**src/rtl/core/fwq_pkg.sv**
```systemverilog
// Package for the futex wait-queue manager: sizes, op codes and beat types.
// Used by every module under rtl/core.
`default_nettype none
package fwq_pkg;
    localparam int NumSlots   = 64;
    localparam int QueueDepth = 16;
    localparam int IdW        = 6;
    localparam int HeadW      = 4;
    localparam int CntW       = 5;
    localparam int StoreAw    = IdW + HeadW;

    typedef enum logic [1:0] {
        OP_CREATE = 2'd0,
        OP_REMOVE = 2'd1,
        OP_SIGNAL = 2'd2,
        OP_WAIT   = 2'd3
    } t_op;

    typedef struct packed {
        logic [1:0]         op;
        logic [IdW-1:0]     slot_id;
        logic [15:0]        caller;
        logic signed [31:0] current_value;
        logic               read_ok;
        logic signed [31:0] expected_value;
    } t_req;

    typedef struct packed {
        logic [15:0]    target;
        logic           status;
        logic [IdW-1:0] new_id;
        logic           last;
    } t_msg;

    // Classified command handed from the front part to the back part.
    typedef struct packed {
        t_op            op;
        logic [IdW-1:0] slot_id;
        logic [15:0]    caller;
        logic           match;
        logic           read_ok;
    } t_cmd;
endpackage
`default_nettype wire

```
**src/rtl/core/fwq_front.sv**
```systemverilog
// Front part: accepts requests, compares values and pushes commands into a queue.
// Depends on fwq_pkg.
`default_nettype none
module fwq_front
    import fwq_pkg::*;
(
    input  wire logic i_clk,
    input  wire logic i_rst_n,
    input  wire logic i_valid,
    output logic      o_stall,
    input  wire t_req i_data,
    output logic      o_cmd_valid,
    input  wire logic i_cmd_pop,
    output t_cmd      o_cmd
);
    t_cmd       r_q [2];
    logic       r_wp, r_rp;
    logic [1:0] r_cnt;
    logic       w_push, w_pop;
    t_cmd       w_cmd;

    // Classification of one request.
    always_comb begin
        w_cmd.op       = t_op'(i_data.op);
        w_cmd.slot_id  = i_data.slot_id;
        w_cmd.caller   = i_data.caller;
        w_cmd.match    = (i_data.current_value == i_data.expected_value);
        w_cmd.read_ok  = i_data.read_ok;
    end

    assign o_stall     = (r_cnt == 2'd2);
    assign w_push      = i_valid && !o_stall;
    assign o_cmd_valid = (r_cnt != 2'd0);
    assign w_pop       = i_cmd_pop && o_cmd_valid;
    assign o_cmd       = r_q[r_rp];

    // Two-entry command queue.
    always_ff @(posedge i_clk) begin
        if (!i_rst_n) begin
            r_wp <= 1'b0; r_rp <= 1'b0; r_cnt <= 2'd0;
        end else begin
            if (w_push) r_wp <= !r_wp;
            if (w_pop) r_rp <= !r_rp;
            r_cnt <= r_cnt + {1'b0, w_push} - {1'b0, w_pop};
        end
    end
    always_ff @(posedge i_clk) begin
        if (w_push) r_q[r_wp] <= w_cmd;
    end
endmodule
`default_nettype wire

```
**config.mk**
```make
export PLATFORM = sky130hd
export DESIGN_NAME = fwq_front
export DESIGN_NICKNAME = d
export VERILOG_FILES = /design/src/rtl/core/fwq_pkg.sv /design/src/rtl/core/fwq_front.sv
export SDC_FILE = /design/constraint.sdc
export NUM_CORES = 1
export LEC_CHECK = 0
export ABC_AREA = 1
export BUFFER_PORTS_ARGS = -buffer_cell sky130_fd_sc_hd__buf_2
export CORE_MARGIN = 2
export CORE_UTILIZATION = 53
export CTS_BUF_LIST = sky130_fd_sc_hd__clkbuf_4
export CTS_CLUSTER_SIZE = 25
export DETAILED_ROUTE_END_ITERATION = 16
export PLACE_DENSITY = 0.95
export SLEW_MARGIN = 5
export SYNTH_ARGS = -nofsm -noshare
export SYNTH_HDL_FRONTEND = slang
export SYNTH_SLANG_ARGS = --single-unit
```
**constraint.sdc**
```tcl
create_clock -name i_clk -period 3.5 [get_ports i_clk]
set_input_delay 0.875 -clock i_clk [delete_from_list [all_inputs] [get_ports i_clk]]
set_output_delay 0.875 -clock i_clk [all_outputs]
set_load 0.05 [all_outputs]
```
* Yosys cells after proc, flatten, opt, wreduce, memory -nomap -nowiden *
Memories as Yosys holds them, arrays and structs flattened. A register that Yosys moved wholly into a read port is not among the register bits.
Cells that the tools add are included.

word-level totals
  register bits = 4
  RAM bits = 52
  bits of input ports = 93
  logic and storage cells = 18
  memories = 1

memory list
  memory  words  bits a word  read ports  clocked after Yosys merged registers in  wr ports  RTL line         RTL
  r_q     2      26           1           1                                        1         fwq_front.sv:16  t_cmd r_q [2];

operators by class
  $add $sub $neg = 2
  equal/unequal tests = 2
  muxes and demuxes = 4
  reductions and logical operators = 6

operators by type and width
  operator            count
  $eq 32x32->1        1
  $mux 1              4
  $logic_not 1->1     3
  $add 2x1->2         1
  $eq 2x2->1 const B  1
  $logic_and 1x1->1   2
  $reduce_bool 2->1   1
  $sub 2x1->2         1

* Longest topological paths before layout *
  word-level depth = 5
  gate-level depth with buffers = 9

* Least setup slack after synthesis *
OpenSTA, ideal clock, no wires.

  path type = input port to flip-flop
  start = input i_valid
  end = memory r_q[0][0] (netlist name) (enable)
  library setup time = 0.409 ns
  arrival time = 2.047 ns
  data required time = 3.091 ns
  path slack = 1.044 ns
  stages = 2
  buffers on the path = 0
  cells stage by stage = o21ai_4 > nor2_1

between the ends
  word-level cells in the longest chain between the ends = 3

ends and longest elaborated chain
  element                       RTL line         RTL
  start: declaration            fwq_front.sv:9   input wire logic i_valid,
  $logic_and 1x1->1             fwq_front.sv:32  assign w_push = i_valid && !o_stall;
  $mux 1                        fwq_front.sv:48  if (w_push) r_q[r_wp] <= w_cmd;
  $mux 1 (not written as such)  fwq_front.sv:48
  end: declaration              fwq_front.sv:16

Every way passes these cells.

==> out/results.txt <==
Status -> finished clean
ANT cells -> 0
Layout cells sized above 1 -> 41.75%
Die height -> 77.56 um
Final setup vio count -> 0
CTS sink cnt -> 57
Max VDD drop -> 0.3842 mV
DP HPWL -> 4301 um
Post-synth top flop -> edfxtp_1
Leak pwr -> 1.889 nW
Vias per cell -> 4.585
F_max -> 361.7 MHz
Initial antenna violation count -> 0
Die width -> 77.56 um
Met3 wire length -> 344 um
Post-synth top cells -> nand2_1 (76), edfxtp_1 (52), inv_1 (52)
Worst-Margin Slew -> 0.8105 ns
Synthesized flop and latch total -> 57
IO Count -> 121
Total grt overflow -> 0
Clock Path Buffers -> 2
Worst path arrival time -> 1.89 ns
Core Util, Final -> 71.29%
Met2 wire len -> 2880 um
Post CTS Setup Buffer Count -> 0
# port buffers -> 120
Gpl congestion -> 0.7319
Fraction of registers with async set/reset -> 0%
Setup crit start kind -> flop
Hold Violations, Final -> 0
Mapped Area -> 0.002868 mm^2
Reported max-cap violation count -> 0
Yosys top cell area share -> 54.45%
WL met1 -> 2139 um
Final period utilization -> 79.00%
Num CTS Buffers -> 9
ANT nets after route -> 0
CP Class -> reg -> out
Power Density -> 646.9 mW/mm^2
Global-route wire length before repair -> 9384 um
Vias -> 2210
Cts hold-fix bufs -> 0
Total Power -> 2.385 mW
GRT Util Overall -> 20.18%
Top layer reached by signal wires -> met4
Average wire per standard cell -> 11.31 um
Hold crit path type -> reg -> reg
Origin of the critical flop-to-flop path -> r_cnt[0]
Top cell type by total area after synthesis -> edfxtp_1
TritonCTS clock tree -> yes
Root buffer cell -> clkbuf_4
Largest net degree at the start of global routing -> 27
Largest cells by area after synthesis -> edfxtp_1 (54%), mux2_4 (10%), nand2_1 (9.9%)
Vias in the first global route -> 2257
Fin. max-slew vios -> 0
R2r setup slk -> 1.77 ns
Die ar. -> 0.006016 mm^2
Syn avg cell area -> 10.35 um^2
Clock Skews -> 0.009478 ns
Sequential fraction of the synthesis area -> 57.94%
DRC viols -> 0
Area grow syn2layout -> 28.58%
Syn Nets -> 372
H-tree levels -> 3
Distinct cells, synth -> 19
Pre-antenna DRT Iters -> 4
Post-cts sizing count -> 0
Total wire length -> 5453 um
CP max FO -> 26
Yosys warning count -> 0
Post-synth EDFFs -> 52
Hold_sp -> r_rp
Tmin final -> 2.765 ns
Worst-path clk slew -> 0.10 ns
Setup crit end kind -> output pin
Most common cell in the netlist -> nand2_1
Critical path required time -> 2.62 ns
TNS Setup -> 0 ns
Final non-filler cell area -> 0.003687 mm^2
Placeable Area -> 0.005172 mm^2
Initial Util -> 55.44%
RSZ-0062 raised after global routing -> no
First DRT Iteration DRCs -> 106
Placed inst area -> 0.003526 mm^2
Worst rel slew slack -> 45.96%
Skew-Pair Late Insertion Delay -> 0.39 ns
Nets@finish -> 502
Num rows -> 26
Synth Instances -> 277
## area by class of cell
class	count	area, um^2
sequential	57	1663
fill	386	1485
multi-input combinational	164	960.9
timing repair buffer	122	615.6
inverter	53	198.9
clock inverter	7	93.84
tap	70	87.58
clock buffer	9	67.56
## per-stage QoR
stage	std cells	worst slack, ns	hold slack (ns)
floorplan	277	1.044	0.4475
global placement	466	1.146	0.4470
detailed placement	466	1.138	0.4670
CTS	482	0.6857	0.4916
global route	482	0.6115	0.5202
finish	482	0.7350	0.4888
## per-layer routing
metal	vias up	GRT usage [%]
met2	85	37.39
li1	1137	-
met4	0	8.571
met3	9	5.000
met1	979	21.71
met5	-	0
## registers in the layout, indices dropped and copies added, names as in the netlist, named ones only
signal  count
r_rp        1
r_wp        1
r_cnt       2
r_q        52
## placed cells by master (no fill, tap or decap), types with 3 or more instances in the layout
cell / instances
clkbuf_4: 9
mux2_4: 20
mux2_2: 6
dfxtp_1: 4
nand2_1: 76
a21oi_1: 4
inv_1: 52
xor2_1: 3
nor2_1: 44
edfxtp_1: 52
buf_2: 120
## kinds of logic after synthesis
group	Yosys count	share of synthesized area, %
buffers and inverters	56	8.726
AOI/OAI and AO/OA	8	1.920
muxes	26	12.83
adders and majority gates	2	0.8725
and+or+nand+nor	124	16.49
xor gates and xnor gates	4	1.222
DFF	57	57.94
## worst max-delay path: stages (launching register included)
cell and delay (ns):
dfxtp_2 0.87, mux2_2 0.42, buf_2 0.21
## where the power goes
part / switching, mW / leakage (nW) / internal (mW)
sequential: 0.0847 / 0.528 / 0.871
combinational: 0.589 / 1.28 / 0.311
clock: 0.240 / 0.0823 / 0.289
total: 0.914 / 1.89 / 1.47
## worst paths after layout
kind          endpoint  cells after the start
min reg2reg       flop                      1
max reg2reg  r_q[1][2]                      3
min               flop                      1
max           o_cmd[3]                      2
Power figures use the tool's default switching activity.
